**src/rtl/sbc_pkg.sv**
```systemverilog
package sbc_pkg;

  localparam int CMD_W = 2;
  localparam int SEC_W = 15;
  localparam int ACT_W = 3;
  localparam int BLK_W = 2;
  localparam int OFF_W = 3;

  localparam logic STATUS_OK        = 1'b0;
  localparam logic STATUS_PARAM_ERR = 1'b1;

  typedef enum logic [CMD_W-1:0] {
    CMD_READ  = 2'd0,
    CMD_WRITE = 2'd1,
    CMD_SYNC  = 2'd2,
    CMD_OTHER = 2'd3
  } cmd_t;

  typedef enum logic [ACT_W-1:0] {
    ACT_CREAD  = 3'd0,
    ACT_FREAD  = 3'd1,
    ACT_CWRITE = 3'd2,
    ACT_WBACK  = 3'd3,
    ACT_FILL   = 3'd4,
    ACT_DONE   = 3'd5
  } action_t;

  // Which block index drives the result and the boundary/dirty read port.
  typedef enum logic [1:0] {
    SEL_ZERO = 2'd0,
    SEL_HIT  = 2'd1,
    SEL_TGT  = 2'd2,
    SEL_IDX  = 2'd3
  } blk_sel_t;

  typedef struct packed {
    logic     capture;
    logic     tgt_hit;
    logic     tgt_free;
    logic     idx_clr;
    logic     idx_inc;
    logic     best_upd;
    logic     fill_wr;
    logic     dirty_set;
    logic     dirty_clr;
    logic     emit;
    action_t  action;
    blk_sel_t blk_sel;
    logic     status;
    logic     last;
  } sbc_cmd_t;

  typedef struct packed {
    cmd_t cmd;
    logic hit;
    logic any_free;
    logic idx_last;
    logic cur_dirty;
    logic out_free;
  } sbc_stat_t;

endpackage

```
**src/rtl/sbc_datapath.sv**
```systemverilog
module sbc_datapath
  import sbc_pkg::*;
#(
  parameter int NUM_BLOCKS        = 3,
  parameter int SECTORS_PER_BLOCK = 8
) (
  input  logic             clk,
  input  logic             rst,
  input  logic [CMD_W-1:0] cmd,
  input  logic [SEC_W-1:0] sector,
  input  logic             final_sector,
  input  sbc_cmd_t         ctl,
  output sbc_stat_t        stat,
  output logic             res_valid,
  input  logic             res_ready,
  output action_t          res_action,
  output logic [BLK_W-1:0] res_block,
  output logic [SEC_W-1:0] res_flash_sector,
  output logic [OFF_W-1:0] res_offset,
  output logic             res_status,
  output logic             res_last,
  output logic             res_request_done
);

  localparam int IW = (NUM_BLOCKS > 1) ? $clog2(NUM_BLOCKS) : 1;
  localparam int LW = $clog2(SECTORS_PER_BLOCK);
  localparam int SH = SEC_W + LW;
  localparam int MW = SEC_W + 1;
  localparam int PW = SEC_W + MW;
  localparam logic [SEC_W:0]     SPB_EXT  = (SEC_W + 1)'(SECTORS_PER_BLOCK);
  localparam logic [IW-1:0]      LAST_IDX = IW'(NUM_BLOCKS - 1);
  localparam logic [MW-1:0]      RECIP    =
    MW'(((1 << SH) + SECTORS_PER_BLOCK - 1) / SECTORS_PER_BLOCK);
  localparam logic [2*SEC_W-1:0] SPB_MUL  = (2*SEC_W)'(SECTORS_PER_BLOCK);

  cmd_t                  cmd_r;
  logic [SEC_W-1:0]      sec_r;
  logic                  fin_r;
  logic [NUM_BLOCKS-1:0] valid;
  logic [NUM_BLOCKS-1:0] dirty;
  logic [SEC_W-1:0]      boundary [NUM_BLOCKS];
  logic [SEC_W-1:0]      quo;
  logic [IW-1:0]         idx;
  logic [IW-1:0]         tgt;
  logic [SEC_W-1:0]      best;

  logic [NUM_BLOCKS-1:0] hit_vec;
  logic [IW-1:0]         hit_idx;
  logic [IW-1:0]         free_idx;
  logic [IW-1:0]         blk;
  logic [SEC_W-1:0]      rd_bnd;
  logic [SEC_W-1:0]      nb;
  logic [SEC_W-1:0]      diff;
  logic [PW-1:0]         prod;
  logic [PW-1:0]         quo_full;
  logic [2*SEC_W-1:0]    nb_full;
  logic [SEC_W-1:0]      sec_sel;
  logic [OFF_W-1:0]      off_sel;
  logic                  out_free;

  // Range compare per block; the sum is one bit wider so it cannot wrap.
  always_comb begin
    hit_idx  = '0;
    free_idx = '0;
    for (int i = NUM_BLOCKS - 1; i >= 0; i--) begin
      hit_vec[i] = valid[i] && (sec_r >= boundary[i]) &&
                   ({1'b0, sec_r} < ({1'b0, boundary[i]} + SPB_EXT));
      if (hit_vec[i]) begin
        hit_idx = IW'(i);
      end
      if (!valid[i]) begin
        free_idx = IW'(i);
      end
    end
  end

  always_comb begin
    case (ctl.blk_sel)
      SEL_HIT: blk = hit_idx;
      SEL_TGT: blk = tgt;
      SEL_IDX: blk = idx;
      default: blk = '0;
    endcase
  end

  assign rd_bnd = boundary[blk];
  assign diff   = sec_r - rd_bnd;

  // Quotient by the block size through a rounded-up reciprocal, exact for
  // every sector number; the boundary is the quotient times the block size.
  assign prod     = {{MW{1'b0}}, sector} * {{SEC_W{1'b0}}, RECIP};
  assign quo_full = prod >> SH;
  assign nb_full  = {{SEC_W{1'b0}}, quo} * SPB_MUL;
  assign nb       = nb_full[SEC_W-1:0];

  assign out_free = !res_valid || res_ready;

  always_comb begin
    unique case (ctl.action) inside
      ACT_CREAD, ACT_CWRITE: begin
        sec_sel = sec_r;
        off_sel = OFF_W'(diff);
      end
      ACT_FREAD: begin
        sec_sel = sec_r;
        off_sel = '0;
      end
      ACT_WBACK: begin
        sec_sel = rd_bnd;
        off_sel = '0;
      end
      ACT_FILL: begin
        sec_sel = nb;
        off_sel = '0;
      end
      default: begin
        sec_sel = '0;
        off_sel = '0;
      end
    endcase
  end

  always_comb begin
    stat.cmd       = cmd_r;
    stat.hit       = |hit_vec;
    stat.any_free  = ~&valid;
    stat.idx_last  = (idx == LAST_IDX);
    stat.cur_dirty = dirty[blk];
    stat.out_free  = out_free;
  end

  always_ff @(posedge clk) begin
    if (rst) begin
      valid     <= '0;
      dirty     <= '0;
      res_valid <= 1'b0;
    end else begin
      if (ctl.fill_wr) begin
        valid[tgt] <= 1'b1;
        dirty[tgt] <= 1'b0;
      end
      if (ctl.dirty_set) begin
        dirty[tgt] <= 1'b1;
      end
      if (ctl.dirty_clr) begin
        dirty[blk] <= 1'b0;
      end
      if (ctl.emit) begin
        res_valid <= 1'b1;
      end else if (res_ready) begin
        res_valid <= 1'b0;
      end
    end
  end

  always_ff @(posedge clk) begin
    if (ctl.capture) begin
      cmd_r <= cmd_t'(cmd);
      sec_r <= sector;
      fin_r <= final_sector;
      quo   <= quo_full[SEC_W-1:0];
    end
    if (ctl.fill_wr) begin
      boundary[tgt] <= nb;
    end
    if (ctl.idx_clr) begin
      idx  <= '0;
      tgt  <= '0;
      best <= '0;
    end else begin
      if (ctl.idx_inc) begin
        idx <= idx + IW'(1);
      end
      if (ctl.best_upd && (rd_bnd > best)) begin
        best <= rd_bnd;
        tgt  <= idx;
      end
      if (ctl.tgt_hit) begin
        tgt <= hit_idx;
      end
      if (ctl.tgt_free) begin
        tgt <= free_idx;
      end
    end
    if (ctl.emit) begin
      res_action       <= ctl.action;
      res_block        <= BLK_W'(blk);
      res_flash_sector <= sec_sel;
      res_offset       <= off_sel;
      res_status       <= ctl.status;
      res_last         <= ctl.last;
      res_request_done <= ctl.last & fin_r;
    end
  end

endmodule

```
**src/rtl/sbc_controller.sv**
```systemverilog
module sbc_controller
  import sbc_pkg::*;
(
  input  logic      clk,
  input  logic      rst,
  input  logic      item_valid,
  output logic      item_ready,
  input  sbc_stat_t stat,
  output sbc_cmd_t  ctl
);

  typedef enum logic [7:0] {
    S_IDLE     = 8'b0000_0001,
    S_DISPATCH = 8'b0000_0010,
    S_SCAN     = 8'b0000_0100,
    S_EVICT    = 8'b0000_1000,
    S_FILL     = 8'b0001_0000,
    S_CWRITE   = 8'b0010_0000,
    S_SYNC     = 8'b0100_0000,
    S_SYNC_END = 8'b1000_0000
  } state_t;

  state_t state;
  state_t state_next;

  always_comb begin
    ctl         = '0;
    ctl.action  = ACT_DONE;
    ctl.blk_sel = SEL_ZERO;
    ctl.status  = STATUS_OK;
    item_ready  = 1'b0;
    state_next  = state;
    unique case (state)
      S_IDLE: begin
        item_ready = 1'b1;
        if (item_valid) begin
          ctl.capture = 1'b1;
          state_next  = S_DISPATCH;
        end
      end
      S_DISPATCH: begin
        unique case (stat.cmd)
          CMD_READ: begin
            if (stat.hit) begin
              ctl.action  = ACT_CREAD;
              ctl.blk_sel = SEL_HIT;
            end else begin
              ctl.action  = ACT_FREAD;
            end
            if (stat.out_free) begin
              ctl.emit   = 1'b1;
              ctl.last   = 1'b1;
              state_next = S_IDLE;
            end
          end
          CMD_WRITE: begin
            if (stat.hit) begin
              ctl.tgt_hit = 1'b1;
              state_next  = S_CWRITE;
            end else if (stat.any_free) begin
              ctl.tgt_free = 1'b1;
              state_next   = S_FILL;
            end else begin
              ctl.idx_clr = 1'b1;
              state_next  = S_SCAN;
            end
          end
          CMD_SYNC: begin
            ctl.idx_clr = 1'b1;
            state_next  = S_SYNC;
          end
          CMD_OTHER: begin
            ctl.status = STATUS_PARAM_ERR;
            if (stat.out_free) begin
              ctl.emit   = 1'b1;
              ctl.last   = 1'b1;
              state_next = S_IDLE;
            end
          end
        endcase
      end
      S_SCAN: begin
        ctl.blk_sel  = SEL_IDX;
        ctl.best_upd = 1'b1;
        ctl.idx_inc  = 1'b1;
        if (stat.idx_last) begin
          state_next = S_EVICT;
        end
      end
      S_EVICT: begin
        ctl.blk_sel = SEL_TGT;
        ctl.action  = ACT_WBACK;
        if (!stat.cur_dirty) begin
          state_next = S_FILL;
        end else if (stat.out_free) begin
          ctl.emit   = 1'b1;
          state_next = S_FILL;
        end
      end
      S_FILL: begin
        ctl.blk_sel = SEL_TGT;
        ctl.action  = ACT_FILL;
        if (stat.out_free) begin
          ctl.emit    = 1'b1;
          ctl.fill_wr = 1'b1;
          state_next  = S_CWRITE;
        end
      end
      S_CWRITE: begin
        ctl.blk_sel = SEL_TGT;
        ctl.action  = ACT_CWRITE;
        if (stat.out_free) begin
          ctl.emit      = 1'b1;
          ctl.dirty_set = 1'b1;
          ctl.last      = 1'b1;
          state_next    = S_IDLE;
        end
      end
      S_SYNC: begin
        ctl.blk_sel = SEL_IDX;
        ctl.action  = ACT_WBACK;
        if (!stat.cur_dirty || stat.out_free) begin
          ctl.emit      = stat.cur_dirty;
          ctl.dirty_clr = stat.cur_dirty;
          ctl.idx_inc   = 1'b1;
          if (stat.idx_last) begin
            state_next = S_SYNC_END;
          end
        end
      end
      S_SYNC_END: begin
        if (stat.out_free) begin
          ctl.emit   = 1'b1;
          ctl.last   = 1'b1;
          state_next = S_IDLE;
        end
      end
      default: begin
        state_next = S_IDLE;
      end
    endcase
  end

  always_ff @(posedge clk) begin
    if (rst) begin
      state <= S_IDLE;
    end else begin
      state <= state_next;
    end
  end

endmodule

```
**src/rtl/sector_block_cache_controller_unit.sv**
```systemverilog
// One command at a time; the next can be accepted once the last action is registered.
// Reset (rst, synchronous, active high) marks every block invalid and clean and empties
// the result register; block boundaries are not cleared and are read only for valid blocks.
module sector_block_cache_controller_unit
  import sbc_pkg::*;
#(
  parameter int NUM_BLOCKS        = 3,
  parameter int SECTORS_PER_BLOCK = 8
) (
  input  logic        clk,
  input  logic        rst,
  // Command stream. One transaction is one sector command.
  input  logic        s_axis_tvalid,
  output logic        s_axis_tready,
  input  logic [15:0] s_axis_tdata,   // [14:0] sector, [15] zero fill
  input  logic [1:0]  s_axis_tuser,   // [1:0] cmd
  input  logic        s_axis_tlast,   // final_sector
  // Action stream. Each command yields one to four action transactions with three blocks.
  output logic        m_axis_tvalid,
  input  logic        m_axis_tready,
  output logic [23:0] m_axis_tdata,   // [1:0] block, [16:2] flash_sector, [19:17] offset,
                                      // [23:20] zero fill
  output logic [4:0]  m_axis_tuser,   // [2:0] action, [3] status, [4] request_done
  output logic        m_axis_tlast    // last action of the command
);

  // The controller sequences each command through dispatch, victim scan,
  // writeback, fill and cache write steps. The datapath keeps the tag state
  // (valid, dirty and boundary per block), the reciprocal multiply that rounds
  // the sector down to its block boundary, and the registered result stage. The
  // result register lets a new command be accepted while the final action of
  // the previous one still waits downstream.

  sbc_cmd_t         ctl;
  sbc_stat_t        stat;
  action_t          res_action;
  logic [BLK_W-1:0] res_block;
  logic [SEC_W-1:0] res_flash_sector;
  logic [OFF_W-1:0] res_offset;
  logic             res_status;
  logic             res_request_done;

  sbc_controller u_ctrl (
    .clk        (clk),
    .rst        (rst),
    .item_valid (s_axis_tvalid),
    .item_ready (s_axis_tready),
    .stat       (stat),
    .ctl        (ctl)
  );

  sbc_datapath #(
    .NUM_BLOCKS        (NUM_BLOCKS),
    .SECTORS_PER_BLOCK (SECTORS_PER_BLOCK)
  ) u_dp (
    .clk              (clk),
    .rst              (rst),
    .cmd              (s_axis_tuser),
    .sector           (s_axis_tdata[SEC_W-1:0]),
    .final_sector     (s_axis_tlast),
    .ctl              (ctl),
    .stat             (stat),
    .res_valid        (m_axis_tvalid),
    .res_ready        (m_axis_tready),
    .res_action       (res_action),
    .res_block        (res_block),
    .res_flash_sector (res_flash_sector),
    .res_offset       (res_offset),
    .res_status       (res_status),
    .res_last         (m_axis_tlast),
    .res_request_done (res_request_done)
  );

  assign m_axis_tdata = {4'b0000, res_offset, res_flash_sector, res_block};
  assign m_axis_tuser = {res_request_done, res_status, res_action};

endmodule

```
**config.mk**
```make
export PLATFORM = sky130hd
export DESIGN_NAME = sector_block_cache_controller_unit
export DESIGN_NICKNAME = d
export VERILOG_FILES = /design/src/rtl/sbc_pkg.sv /design/src/rtl/sbc_datapath.sv /design/src/rtl/sbc_controller.sv /design/src/rtl/sector_block_cache_controller_unit.sv
export SDC_FILE = /design/constraint.sdc
export NUM_CORES = 1
export LEC_CHECK = 0
export CAP_MARGIN = 20
export CELL_PAD_IN_SITES_DETAIL_PLACEMENT = 1
export CELL_PAD_IN_SITES_GLOBAL_PLACEMENT = 1
export CORE_MARGIN = 2
export CORE_UTILIZATION = 46
export CTS_CLUSTER_DIAMETER = 60
export DETAILED_ROUTE_END_ITERATION = 6
export DONT_BUFFER_PORTS = 1
export GPL_ROUTABILITY_DRIVEN = 0
export HOLD_SLACK_MARGIN = 0.02
export PLACE_DENSITY = 0.86
export SETUP_SLACK_MARGIN = 0.02
export SLEW_MARGIN = 20
export SYNTH_ARGS = -nofsm -noshare
export SYNTH_HDL_FRONTEND = slang
export SYNTH_SLANG_ARGS = --single-unit
```
**constraint.sdc**
```tcl
create_clock -name clk -period 5.89 [get_ports clk]
set_input_delay 1.4725 -clock clk [delete_from_list [all_inputs] [get_ports clk]]
set_output_delay 1.4725 -clock clk [all_outputs]
set_load 0.02 [all_outputs]
```
==> results.ini <==
[timing]
finalCritPeriodShare_pct=109
clock.fmax_ghz=0.156
finalSetupViolCount=14
slew_headroom_pct=10.4
finalHoldViolations=0
rsz0062_at_grt=yes
min_period_ns=6.40
drv_slew=0
finalSetupTns_ns=-6.47
fin_worst_skew_ns=0.0184
setup_ws_ns=-0.512
worst_slew_pin_slew_ns=1.33

[critical_path]
crit_buf_inv=7
cp_data_arrival_time_ns=6.77
crit_required_ns=6.26
reg2reg_from=u_dp.sec_r[3]
worstSetupStartpointType=flip-flop
cp_top_family=compound AO/OA/AOI/OAI gates
end_kind=flip-flop
rr_endpoint=u_dp.best[13]
crit_slowest_cell=o41ai_1
rrSetupSlack_ns=-0.51
critPathMaxStageDelay_ns=0.84
path_cells=inv_1 > ha_1 > nand3b_1 > o41ai_1 > o211ai_1 > and2_1 > or3_4 > a211oi_4 > o21ai_4 > clkinv_4 > buf_4 > mux2i_4 > a221o_1 > inv_2 > ha_4 > nand4_1 > or2_4 > buf_4 > o221ai_4 > buf_6 > nand2_1 > buf_6 > o22ai_1
criticalPathCategory=flip-flop to flip-flop
crit_path_max_fanout=12
rr_worst_depth=23

[logic_synthesis]
ys_top_cells_by_area=edfxtp_1 35%, ha_1 15%, dfxtp_1 8.0%
ys_ff_latch=123
avgSynthCellArea_sq_um=10.4
synth_async_sr_flop_share_pct=0
yosysWarnings=0
synth.top_cell.area_share_pct=35.4
synthFlopType=edfxtp_1
netlist_instances=749
synth_area_sq_mm=0.00780
yosysTopAreaCell=edfxtp_1
synth_edf_count=92
ys_seq_area_share_pct=43.4
yosysUniqueCellTypes=75

[grt]
globalRouteOverflowTotal=0
grt_pass1_vias=7506
grt_pass1_wl_um=44200
grt_use_total_pct=32.9
antenna_found_initial=0
grt_max_degree=27

[placement]
dp_hpwl_um=19300
placed_area_sq_mm=0.00843
dp_cells=1011
dpl_worst_slack_ns=-0.377
io_buffers=0

[clock_network]
clock-sinks=123
tritoncts=yes
clock_tree.buffer_depth=2
clk_latency_ns=0.46
numCtsBuffers=17
root_buffer=clkbuf_16
clk_pin_slew_ns=0.08
ctsHoldBuffers=0
htree_levels=4

[floorplanning]
coreArea_sq_mm=0.0166
die_y_um=134
top_level_ports=55
dieArea_sq_mm=0.0180
initial_utilization_pct=47.0
die_width_um=134
rows=47

[detailed_routing]
drcViolationCount=1
final_antenna_net_count=0
drt_iter0_drc=908
wl_um=34200
drtPass1Iterations=7
via_count=7380
vias_per_cell=6.91
wl_per_cell_um=32.0

[hold_path]
hp-class=flip-flop to flip-flop
min_from=u_dp.dirty[2]
whs_path_depth=1
hold_path_end=u_dp.dirty[2]

[finish]
drive_gt1_share_pct=22.9
nNetsFinal=950
design_area_sq_mm=0.00962
layout.cells.non_filler=1068
area.growth.synth_to_final_pct=23.4
fin_util_pct=58.0

[power_and_ir_drop]
peakVddDrop_mv=0.241
leakage_nw=3.91
power_density_mw_per_mm2=353

[flow_run]
maxCapViolations=0

[outcome]
status=finished with violations
violations=design-rule violations, negative setup slack

-- worst reg2reg max path, delay by kind of cell, from the launching register on --
kind	cells	cell delay [ns]
buffers and inverters	7	1.29
DFF	1	0.49
adders and majority gates	2	0.64
AOI/OAI and AO/OA	7	2.26
and+or+nand+nor	6	1.36
muxes	1	0.31
-- kinds of logic after synthesis --
kind of cell / share of synthesized area, %
adders and majority gates: 14.9
xor gates and xnor gates: 3.59
muxes: 2.31
other: 0.0481
buffers and inverters: 5.18
DFF: 43.4
AOI/OAI and AO/OA: 15.1
and+or+nand+nor: 15.5
-- sequential cells by signal, indices dropped and copies added, names as in the netlist --
register,count
u_dp.tgt,2
u_dp.idx,2
u_dp.dirty,3
u_dp.res_valid,1
u_dp.valid,3
u_dp.boundary,48
u_dp.sec_r,15
u_dp.res_flash_sector,15
u_dp.res_offset,3
u_dp.res_action,3
u_dp.res_request_done,1
u_dp.fin_r,1
u_dp.res_last,1
u_ctrl.state,8
u_dp.res_status,1
u_dp.res_block,2
u_dp.best,12
u_dp.cmd_r,2
-- layer usage --
metal  vias to the layer above  track usage (%)  share of wire [%]
met1                      3586             37.6                 33
met3                       239             8.47                 10
met5                         -                0                  0
met4                         0             18.1                9.2
li1                       2940                -                  -
met2                       615             56.2                 47
-- per-stage QoR --
step	total power [W]	hold slack (ns)
2_1_floorplan	0.00169	0.425
3_3_place_gp	0.00193	0.435
3_5_place_dp	0.00203	0.446
4_1_cts	0.00318	0.464
5_1_grt	0.00348	0.486
6_report	0.00339	0.475
-- power by group --
part / internal, W / switching [W] / leakage (nW)
clock: 0.000624 / 0.000485 / 0.301
sequential: 0.00108 / 0.000182 / 1.09
combinational: 0.000379 / 0.000645 / 2.53
total: 0.00208 / 0.00131 / 3.91
-- cell type report --
cell class              instances  area [sq um]
fillers                      1771          6960
multi-input cells             532          4390
flip-flops and latches        123          3380
repair buffers                 81           673
clock buffers                  18           450
inverters                      78           298
well taps                     220           275
clock inverters                14           146
repair inverters                1          7.51
diodes                          1          2.50
-- placed cells by master (no fill, tap or decap), drive strengths merged, types with 27 or more instances in the layout --
cell type / instances
dfxtp: 31
nor3: 29
ha: 93
xnor2: 31
nand2: 49
nor2: 39
buf: 81
o21ai: 27
a21oi: 38
inv: 88
edfxtp: 92
-- cell usage after synthesis (3+ instances only) --
cell type	count
ha_1	93
edfxtp_1	92
inv_1	76
nand2_1	49
nor2_1	39
a21oi_1	37
dfxtp_1	31
xnor2_1	31
nor3_1	28
o21ai_0	23
nand3_1	22
mux2i_1	18
nand4_1	14
o22ai_1	14
and2_1	11
nand2b_1	11
a221o_1	10
nor2b_1	10
and3_1	9
clkbuf_1	9
a21o_1	6
a2bb2o_1	6
buf_4	6
o21a_1	6
or2_2	6
a211oi_1	5
a2bb2o_2	5
a31oi_1	5
o211ai_1	5
nor3b_1	4
nor4_1	4
o41ai_1	4
a21boi_0	3
buf_2	3
or3_1	3
-- worst max path at each step --
stage / depth (start not counted) / slack (ns) / end / from
2_1_floorplan: 15 / 0.11 / u_dp.res_action[0] / u_dp.boundary[0][0]
3_3_place_gp: 22 / -0.04 / u_dp.tgt[0] / u_dp.boundary[0][3]
3_5_place_dp: 22 / -0.38 / u_dp.tgt[0] / u_dp.boundary[0][5]
4_1_cts: 24 / 0.04 / u_dp.tgt[0] / u_dp.boundary[2][3]
5_1_grt: 23 / -0.92 / u_dp.best[13] / u_dp.sec_r[3]
6_report: 23 / -0.51 / u_dp.best[13] / u_dp.sec_r[3]
-- repair_timing --
action,CTS,global route
pin swaps,7,30
endpoints found under the hold margin,0,0
cloned,1,0
buffers inserted,7,17
endpoints found under the setup margin,14,14
gates resized for setup,17,51
Power figures use the tool's default switching activity.
